===== config.mk =====
export PLATFORM = sky130hd
export DESIGN_NAME = md5_stream_hash_flat
export DESIGN_NICKNAME = d
export VERILOG_FILES = /design/src/rtl/md5_pkg.sv /design/src/rtl/md5_if.sv /design/src/rtl/md5_stream_hash.sv /design/src/flat_wrapper.sv
export SDC_FILE = /design/constraint.sdc
export NUM_CORES = 2
export LEC_CHECK = 0
export CELL_PAD_IN_SITES_DETAIL_PLACEMENT = 1
export CELL_PAD_IN_SITES_GLOBAL_PLACEMENT = 1
export CORE_MARGIN = 2
export CORE_UTILIZATION = 47
export CTS_CLUSTER_SIZE = 16
export DETAILED_ROUTE_END_ITERATION = 6
export DONT_BUFFER_PORTS = 1
export GPL_ROUTABILITY_DRIVEN = 0
export PLACE_DENSITY = 0.83
export SYNTH_ARGS = -nofsm -noshare
export SYNTH_HDL_FRONTEND = slang
export SYNTH_SLANG_ARGS = --single-unit

===== constraint.sdc =====
create_clock -name clk -period 14.3 [get_ports clk]
set_input_delay 1.43 -clock clk [delete_from_list [all_inputs] [get_ports clk]]
set_output_delay 1.43 -clock clk [all_outputs]
set_load 0.01 [all_outputs]

===== src/rtl/md5_pkg.sv =====
// MD5 stream hash package: round constants, shift amounts, initial values.
// No dependencies.
package md5_pkg;

	localparam logic [31:0] INIT_A = 32'h67452301;
	localparam logic [31:0] INIT_B = 32'hEFCDAB89;
	localparam logic [31:0] INIT_C = 32'h98BADCFE;
	localparam logic [31:0] INIT_D = 32'h10325476;
	localparam logic [7:0]  PAD_BYTE = 8'h80;

	typedef logic [31:0] word_t;

	function automatic word_t round_k(input logic [5:0] i);
		word_t k;
		unique case (i)
			6'd0: k = 32'hD76AA478; 6'd1: k = 32'hE8C7B756; 6'd2: k = 32'h242070DB;
			6'd3: k = 32'hC1BDCEEE; 6'd4: k = 32'hF57C0FAF; 6'd5: k = 32'h4787C62A;
			6'd6: k = 32'hA8304613; 6'd7: k = 32'hFD469501; 6'd8: k = 32'h698098D8;
			6'd9: k = 32'h8B44F7AF; 6'd10: k = 32'hFFFF5BB1; 6'd11: k = 32'h895CD7BE;
			6'd12: k = 32'h6B901122; 6'd13: k = 32'hFD987193; 6'd14: k = 32'hA679438E;
			6'd15: k = 32'h49B40821; 6'd16: k = 32'hF61E2562; 6'd17: k = 32'hC040B340;
			6'd18: k = 32'h265E5A51; 6'd19: k = 32'hE9B6C7AA; 6'd20: k = 32'hD62F105D;
			6'd21: k = 32'h02441453; 6'd22: k = 32'hD8A1E681; 6'd23: k = 32'hE7D3FBC8;
			6'd24: k = 32'h21E1CDE6; 6'd25: k = 32'hC33707D6; 6'd26: k = 32'hF4D50D87;
			6'd27: k = 32'h455A14ED; 6'd28: k = 32'hA9E3E905; 6'd29: k = 32'hFCEFA3F8;
			6'd30: k = 32'h676F02D9; 6'd31: k = 32'h8D2A4C8A; 6'd32: k = 32'hFFFA3942;
			6'd33: k = 32'h8771F681; 6'd34: k = 32'h6D9D6122; 6'd35: k = 32'hFDE5380C;
			6'd36: k = 32'hA4BEEA44; 6'd37: k = 32'h4BDECFA9; 6'd38: k = 32'hF6BB4B60;
			6'd39: k = 32'hBEBFBC70; 6'd40: k = 32'h289B7EC6; 6'd41: k = 32'hEAA127FA;
			6'd42: k = 32'hD4EF3085; 6'd43: k = 32'h04881D05; 6'd44: k = 32'hD9D4D039;
			6'd45: k = 32'hE6DB99E5; 6'd46: k = 32'h1FA27CF8; 6'd47: k = 32'hC4AC5665;
			6'd48: k = 32'hF4292244; 6'd49: k = 32'h432AFF97; 6'd50: k = 32'hAB9423A7;
			6'd51: k = 32'hFC93A039; 6'd52: k = 32'h655B59C3; 6'd53: k = 32'h8F0CCC92;
			6'd54: k = 32'hFFEFF47D; 6'd55: k = 32'h85845DD1; 6'd56: k = 32'h6FA87E4F;
			6'd57: k = 32'hFE2CE6E0; 6'd58: k = 32'hA3014314; 6'd59: k = 32'h4E0811A1;
			6'd60: k = 32'hF7537E82; 6'd61: k = 32'hBD3AF235; 6'd62: k = 32'h2AD7D2BB;
			default: k = 32'hEB86D391;
		endcase
		return k;
	endfunction

	function automatic logic [4:0] rot_s(input logic [3:0] idx);
		logic [4:0] s;
		unique case (idx)
			4'd0: s = 5'd7;   4'd1: s = 5'd12;  4'd2: s = 5'd17;  4'd3: s = 5'd22;
			4'd4: s = 5'd5;   4'd5: s = 5'd9;   4'd6: s = 5'd14;  4'd7: s = 5'd20;
			4'd8: s = 5'd4;   4'd9: s = 5'd11;  4'd10: s = 5'd16; 4'd11: s = 5'd23;
			4'd12: s = 5'd6;  4'd13: s = 5'd10; 4'd14: s = 5'd15; default: s = 5'd21;
		endcase
		return s;
	endfunction

endpackage


===== src/rtl/md5_if.sv =====
// Valid/ready stream interfaces for the MD5 hash: byte input and digest output.
// Depends on nothing.
interface md5_in_if;
	logic       valid;
	logic       ready;
	logic [7:0] data_byte;
	logic       has_byte;
	logic       last;
	modport source (output valid, data_byte, has_byte, last, input ready);
	modport sink (input valid, data_byte, has_byte, last, output ready);
endinterface

interface md5_out_if;
	logic        valid;
	logic        ready;
	logic [63:0] digest_high;
	logic [63:0] digest_low;
	modport source (output valid, digest_high, digest_low, input ready);
	modport sink (input valid, digest_high, digest_low, output ready);
endinterface


===== src/rtl/md5_stream_hash.sv =====
// MD5 stream hash top level: byte buffer, round sequencer, digest register.
// Depends on md5_pkg and the interfaces in md5_if.sv.
//
// Usage: the message arrives one beat per byte on in_ch (data_byte valid
// when has_byte is set; last closes the message, with or without a byte).
// A beat without byte and without last is dropped with no effect.
// A beat leaves the input open unless it fills the 64-byte block buffer or
// closes the message. A full block is compressed one MD5 round per cycle
// through a single shared adder-and-rotate unit, then the result is folded
// into the chaining words. A closing beat sweeps the rest of the buffer one
// byte per cycle (pad byte, zeros, length) and compresses once or twice
// (twice when fewer than eight bytes stay free after the pad byte), then
// hands the digest to out_ch. The round unit reads the buffer at one word
// address per cycle.
// in_ch.ready is low while padding and compressing. A waiting digest sits
// in its own register, so the next message streams in meanwhile; if it
// closes while the receiver still stalls, hold it at the output step and
// keep the input off until the first digest is taken.
// Reset (arst_n low) loads the MD5 initial values and clears the count;
// the block buffer keeps no reset and is only read where written.
module md5_stream_hash (
	input  logic             clk,
	input  logic             arst_n,
	md5_in_if.sink           in_ch,
	md5_out_if.source        out_ch
);

	typedef enum logic [4:0] {
		ST_IDLE  = 5'b00001,
		ST_ROUND = 5'b00010,
		ST_FOLD  = 5'b00100,
		ST_PAD   = 5'b01000,
		ST_OUT   = 5'b10000
	} state_t;

	state_t state_q;
	md5_pkg::word_t cw_q [4];
	md5_pkg::word_t a_q, b_q, c_q, d_q;
	logic [63:0] bits_q;
	logic [5:0]  round_q;
	logic        fin_q;     // compressing a padded block; also stops a second pad byte
	logic        second_q;  // the compression under way is the final one (or a pad is pending)
	logic [31:0] buf_q [16];
	logic [5:0]  clr_q;     // next byte to write while padding
	logic [127:0] dig_q;
	logic        ovalid_q;

	logic [5:0]  pos;
	logic        take;
	logic        out_free;
	logic [1:0]  phase;
	logic [3:0]  g;
	md5_pkg::word_t w, f, sum, rot;
	logic [4:0]  s;

	assign pos   = bits_q[8:3];
	assign take  = in_ch.valid & in_ch.ready;
	assign in_ch.ready = (state_q == ST_IDLE);
	assign out_free = ~ovalid_q | out_ch.ready;
	assign phase = round_q[5:4];

	always_comb begin
		unique case (phase)
			2'd0: begin f = d_q ^ (b_q & (c_q ^ d_q)); g = round_q[3:0]; end
			2'd1: begin f = c_q ^ (d_q & (b_q ^ c_q)); g = 4'(5 * round_q + 1); end
			2'd2: begin f = b_q ^ c_q ^ d_q;           g = 4'(3 * round_q + 5); end
			default: begin f = c_q ^ (b_q | ~d_q);     g = 4'(7 * round_q); end
		endcase
		w   = buf_q[g];
		s   = md5_pkg::rot_s({phase, round_q[1:0]});
		sum = a_q + f + md5_pkg::round_k(round_q) + w;
		rot = (sum << s) | (sum >> (6'd32 - {1'b0, s}));
	end

	// Buffer writes: message bytes, pad/zero sweep, length bytes.
	always_ff @(posedge clk) begin
		if (take && in_ch.has_byte) begin
			buf_q[pos[5:2]][{pos[1:0], 3'd0} +: 8] <= in_ch.data_byte;
		end else if (state_q == ST_PAD) begin
			if (clr_q >= 6'd56 && second_q)
				buf_q[clr_q[5:2]][{clr_q[1:0], 3'd0} +: 8] <=
					bits_q[{clr_q[2:0], 3'd0} +: 8];
			else
				buf_q[clr_q[5:2]][{clr_q[1:0], 3'd0} +: 8] <=
					(clr_q == pos && !fin_q) ? md5_pkg::PAD_BYTE : 8'd0;
		end
	end

	always_ff @(posedge clk or negedge arst_n) begin
		if (!arst_n) begin
			state_q  <= ST_IDLE;
			cw_q[0]  <= md5_pkg::INIT_A;
			cw_q[1]  <= md5_pkg::INIT_B;
			cw_q[2]  <= md5_pkg::INIT_C;
			cw_q[3]  <= md5_pkg::INIT_D;
			a_q      <= '0;
			b_q      <= '0;
			c_q      <= '0;
			d_q      <= '0;
			bits_q   <= '0;
			round_q  <= '0;
			fin_q    <= 1'b0;
			second_q <= 1'b0;
			clr_q    <= '0;
			ovalid_q <= 1'b0;
		end else begin
			if (ovalid_q && out_ch.ready)
				ovalid_q <= 1'b0;
			unique case (state_q)
				ST_IDLE: begin
					if (take) begin
						// last with a full block: compress first, pad after
						if (in_ch.has_byte) bits_q <= bits_q + 64'd8;
						fin_q    <= 1'b0;
						second_q <= 1'b0;
						round_q  <= '0;
						a_q <= cw_q[0]; b_q <= cw_q[1]; c_q <= cw_q[2]; d_q <= cw_q[3];
						if (in_ch.has_byte && pos == 6'd63) begin
							state_q <= ST_ROUND;
							second_q <= in_ch.last; // reuse as "pad pending"
						end else if (in_ch.last) begin
							state_q <= ST_PAD;
							clr_q   <= in_ch.has_byte ? pos + 6'd1 : pos;
							second_q <= (in_ch.has_byte ? pos + 6'd1 : pos) < 6'd56
								&& !(in_ch.has_byte && pos == 6'd63);
						end
					end
				end
				ST_PAD: begin
					// sweep up to byte 63, then compress
					clr_q <= clr_q + 6'd1;
					if (clr_q == 6'd63) begin
						state_q <= ST_ROUND;
						fin_q   <= 1'b1;
						round_q <= '0;
						a_q <= cw_q[0]; b_q <= cw_q[1]; c_q <= cw_q[2]; d_q <= cw_q[3];
					end
				end
				ST_ROUND: begin
					a_q <= d_q; d_q <= c_q; c_q <= b_q; b_q <= b_q + rot;
					round_q <= round_q + 6'd1;
					if (round_q == 6'd63) state_q <= ST_FOLD;
				end
				ST_FOLD: begin
					cw_q[0] <= cw_q[0] + a_q; cw_q[1] <= cw_q[1] + b_q;
					cw_q[2] <= cw_q[2] + c_q; cw_q[3] <= cw_q[3] + d_q;
					round_q <= '0;
					if (!fin_q) begin
						// a full block; a pending close pads a fresh block
						if (second_q) begin
							state_q <= ST_PAD; clr_q <= '0;
							second_q <= 1'b1; fin_q <= 1'b0;
						end else state_q <= ST_IDLE;
					end else if (!second_q) begin
						state_q <= ST_PAD; clr_q <= '0;
						second_q <= 1'b1; fin_q <= 1'b1;
					end else state_q <= ST_OUT;
				end
				default: begin
					// ST_OUT: hold until the digest register frees, then load
					// the digest and restart the message
					if (out_free) begin
						ovalid_q <= 1'b1;
						cw_q[0]  <= md5_pkg::INIT_A;
						cw_q[1]  <= md5_pkg::INIT_B;
						cw_q[2]  <= md5_pkg::INIT_C;
						cw_q[3]  <= md5_pkg::INIT_D;
						bits_q   <= '0;
						fin_q    <= 1'b0;
						second_q <= 1'b0;
						state_q  <= ST_IDLE;
					end
				end
			endcase
		end
	end

	always_ff @(posedge clk) begin
		if (state_q == ST_OUT && out_free)
			dig_q <= {cw_q[0][7:0], cw_q[0][15:8], cw_q[0][23:16], cw_q[0][31:24],
			          cw_q[1][7:0], cw_q[1][15:8], cw_q[1][23:16], cw_q[1][31:24],
			          cw_q[2][7:0], cw_q[2][15:8], cw_q[2][23:16], cw_q[2][31:24],
			          cw_q[3][7:0], cw_q[3][15:8], cw_q[3][23:16], cw_q[3][31:24]};
	end

	assign out_ch.valid       = ovalid_q;
	assign out_ch.digest_high = dig_q[127:64];
	assign out_ch.digest_low  = dig_q[63:0];

endmodule


===== src/flat_wrapper.sv =====
// flat-port wrapper written by rule: the top's interface ports become plain ports
module md5_stream_hash_flat 
  (clk, arst_n, in_ch_valid, in_ch_data_byte, in_ch_has_byte, in_ch_last, in_ch_ready, out_ch_valid, out_ch_digest_high, out_ch_digest_low, out_ch_ready);
  md5_in_if in_ch_i ();
  md5_out_if out_ch_i ();
  input  logic clk;
  input  logic arst_n;
  input wire logic [$bits(in_ch_i.valid)-1:0] in_ch_valid;
  input wire logic [$bits(in_ch_i.data_byte)-1:0] in_ch_data_byte;
  input wire logic [$bits(in_ch_i.has_byte)-1:0] in_ch_has_byte;
  input wire logic [$bits(in_ch_i.last)-1:0] in_ch_last;
  output wire logic [$bits(in_ch_i.ready)-1:0] in_ch_ready;
  output wire logic [$bits(out_ch_i.valid)-1:0] out_ch_valid;
  output wire logic [$bits(out_ch_i.digest_high)-1:0] out_ch_digest_high;
  output wire logic [$bits(out_ch_i.digest_low)-1:0] out_ch_digest_low;
  input wire logic [$bits(out_ch_i.ready)-1:0] out_ch_ready;
  assign in_ch_i.valid = in_ch_valid;
  assign in_ch_i.data_byte = in_ch_data_byte;
  assign in_ch_i.has_byte = in_ch_has_byte;
  assign in_ch_i.last = in_ch_last;
  assign in_ch_ready = in_ch_i.ready;
  assign out_ch_valid = out_ch_i.valid;
  assign out_ch_digest_high = out_ch_i.digest_high;
  assign out_ch_digest_low = out_ch_i.digest_low;
  assign out_ch_i.ready = out_ch_ready;
  md5_stream_hash u_core (.clk(clk), .arst_n(arst_n), .in_ch(in_ch_i), .out_ch(out_ch_i));
endmodule

==> qor.yml <==
first_pass_iters: 7
hp-class: "input pin to async pin"
maxCapViolCount: 0
htreeDepth: 3
synthesis.area_mm2: 0.0584
syn_inst: 5520
ys_warn_count: 0
fin_tns_setup_ns: 0
clkLatencyLatePin_ns: 0.80
synth_edf_count: 640
ys_seq_area_share_pct: 47.5
drc: 0
layout_setup_ws_ns: 1.34
start_kind: "flop"
fillers: 13300
synth_top_cell_by_area: "edfxtp_1"
post_drt_wl_per_cell_um: 28.9
cp.arrival_ns: 13.54
hpwl_um: 145000
die_x_um: 356
finalWirelength_um: 207000
slew_viol_final: 0
max_freq_mhz: 77.2
setup_viol_count_final: 0
cts_setup_buffers: 0
antenna_found_initial: 11
r2r_slack_ns: 1.34
grt_pass1_wl_um: 311000
worstPathRequired_ns: 14.89
hold_viol_final: 0
design_area_mm2: 0.0641
place_ws_ns: 1.89
track_usage_pct: 32.4
cts_tree: "built"
crit_end: "u_core.b_q[30]"
worstSetupEndpointType: "flop"
synth-seq-cells: 977
ant_nets: 0
critPathMaxStageDelay_ns: 0.86
overflow: 0
portBuffers: 0
num_rows: 129
num-nets-final: 5754
gr-usage-met3_pct: 7.45
grt.busiest_layer: "met2"
critPathKind: "flop to flop"
crit_fanout: 31
maxSlewHeadroom_pct: 5.82
path_clk_slew_ns: 0.07
cts.repair.resized: 0
rr_worst_depth: 44
synth_top_area_share_pct: 32.9
dpl-instance-area_mm2: 0.0603
met1_usage_pct: 42.1
io-pin-count: 144
startpoint: "u_core.round_q[0]"
areaGrowthSynthToFinish_pct: 9.79
synth_common_cells: "edfxtp_1, nand2_1, o21ai_0"
holdBufCountCts: 0
critPathSlowestCell: "a211oi_4"
synth_flop_cell: "edfxtp_1"
cts_buffers: 107
initial_core_util_pct: 47.3
core_mm2: 0.123
cts_sinks: 977
clk_path_buf_depth: 3
worst_pin_slew_ns: 1.40
grt_max_degree: 338
root_buffer: "clkbuf_16"
grt_setup_unrepaired: "no"
grt_pass1_vias: 48400
finalCritPeriodShare_pct: 90.6
period_needed_ns: 12.96
routed_via_density: 6.57
async_flop_share_pct: 34.5
r2r_end: "u_core.b_q[30]"
drive_above_1_share_pct: 11.1
dieArea_mm2: 0.127
vias: 47100
avgSynthCellArea_um2: 10.6
grtUsageMet2_pct: 51.3
fin_skew_ns: 0.124
syn_nets: 5832
synthDistinctLibCells: 103
drt_iter0_drc: 5375
dieHeight_um: 356
synth.area.top_cells: "edfxtp_1, dfrtp_1, mux4_2"
outcome: "finished, final reports clean"
yosysMostFrequentCell: "edfxtp_1"
r2r_start: "u_core.round_q[0]"
-- metrics by stage --
step | cells | util [%] | hold WS (ns)
floorplan | 5520 | - | 0.470
global placement | 6967 | 48.8 | 0.498
detailed placement | 6967 | 48.8 | 0.510
CTS | 7169 | 51.9 | 0.348
global route | 7172 | 51.9 | 0.339
finish | 7173 | 51.9 | 0.370
-- placed cells by master, fill, tap and decap left out, drive strengths merged, types with 20 or more instances in the layout --
| master | synthesis | routed |
|---|---|---|
| o21a | 36 | 36 |
| or2 | 29 | 29 |
| mux4 | 143 | 143 |
| a21oi | 427 | 427 |
| nor3 | 81 | 81 |
| inv | 221 | 228 |
| clkbuf | 226 | 138 |
| dfstp | 65 | 65 |
| a211oi | 59 | 59 |
| nand3 | 90 | 90 |
| a31oi | 72 | 72 |
| nand2b | 48 | 48 |
| mux2 | 43 | 43 |
| ha | 227 | 227 |
| fa | 71 | 71 |
| dfrtp | 272 | 272 |
| xor2 | 123 | 123 |
| nand4 | 25 | 25 |
| mux2i | 219 | 219 |
| nand2 | 565 | 565 |
| nor2 | 486 | 486 |
| o22ai | 23 | 23 |
| xnor2 | 130 | 130 |
| o211ai | 44 | 44 |
| clkinv | 5 | 40 |
| and2 | 23 | 23 |
| a21o | 79 | 79 |
| and3 | 33 | 33 |
| nor2b | 74 | 74 |
| o21ai | 522 | 522 |
| edfxtp | 640 | 640 |
| o21bai | 25 | 25 |
| buf | 68 | 107 |
| or3 | 33 | 33 |
| o31ai | 20 | 20 |
-- kinds of logic after synthesis --
kind of cell,synth area share [%]
and+or+nand+nor,11.9
AOI/OAI and AO/OA,16.0
DFF,47.5
buffers and inverters,3.40
muxes,10.1
adders and majority gates,7.32
xor gates and xnor gates,3.83
-- registers in the layout, indices dropped and copies added (netlist names) --
name,cells
u_core.c_q,32
u_core.d_q,32
u_core.fin_q,1
u_core.round_q,6
u_core.cw_q,128
u_core.a_q,32
u_core.dig_q,128
u_core.buf_q,512
u_core.second_q,1
u_core.out_ch.valid,1
u_core.clr_q,6
u_core.b_q,32
u_core.bits_q,61
u_core.state_q,5
-- per-layer routing --
| layer | routed length, um | vias up |
|---|---|---|
| li1 | - | 20200 |
| met1 | 81500 | 23900 |
| met2 | 95500 | 2404 |
| met3 | 18800 | 668 |
| met4 | 11400 | 6 |
| met5 | 40 | - |
-- layout make-up --
| class | instances | area [um^2] | area share, % |
|---|---|---|---|
| repair buffers | 107 | 903 | 1.41 |
| diodes | 1 | 2.50 | 0.00390 |
| clock buffers | 138 | 2880 | 4.49 |
| multi-input cells | 4023 | 28800 | 44.9 |
| well taps | 1637 | 2050 | 3.20 |
| inverters | 226 | 848 | 1.32 |
| flip-flops and latches | 977 | 27700 | 43.3 |
| clock inverters | 64 | 880 | 1.37 |
-- worst max-delay path, delay by kind of cell (launching register included) --
family                     cells  cell delay (ns)
AOI/OAI and AO/OA             22             6.30
adders and majority gates      7             3.14
buffers and inverters          5             1.11
xor gates and xnor gates       4             0.68
and+or+nand+nor                4             0.64
muxes                          2             0.55
DFF                            1             0.35
-- worst min path at each step --
stage                startpoint           endpoint  depth (start not counted)
6_report                 arst_n    u_core.cw_q[32]                          0
5_1_grt                  arst_n    u_core.cw_q[32]                          0
4_1_cts                  arst_n  u_core.bits_q[33]                          0
3_5_place_dp     u_core.cw_q[3]   u_core.dig_q[27]                          0
3_3_place_gp     u_core.a_q[27]     u_core.a_q[27]                          2
2_1_floorplan  u_core.cw_q[127]  u_core.dig_q[103]                          0
Power is not shown: default switching activity piles up to over one toggle a cycle in this logic, so the estimate is an artifact.
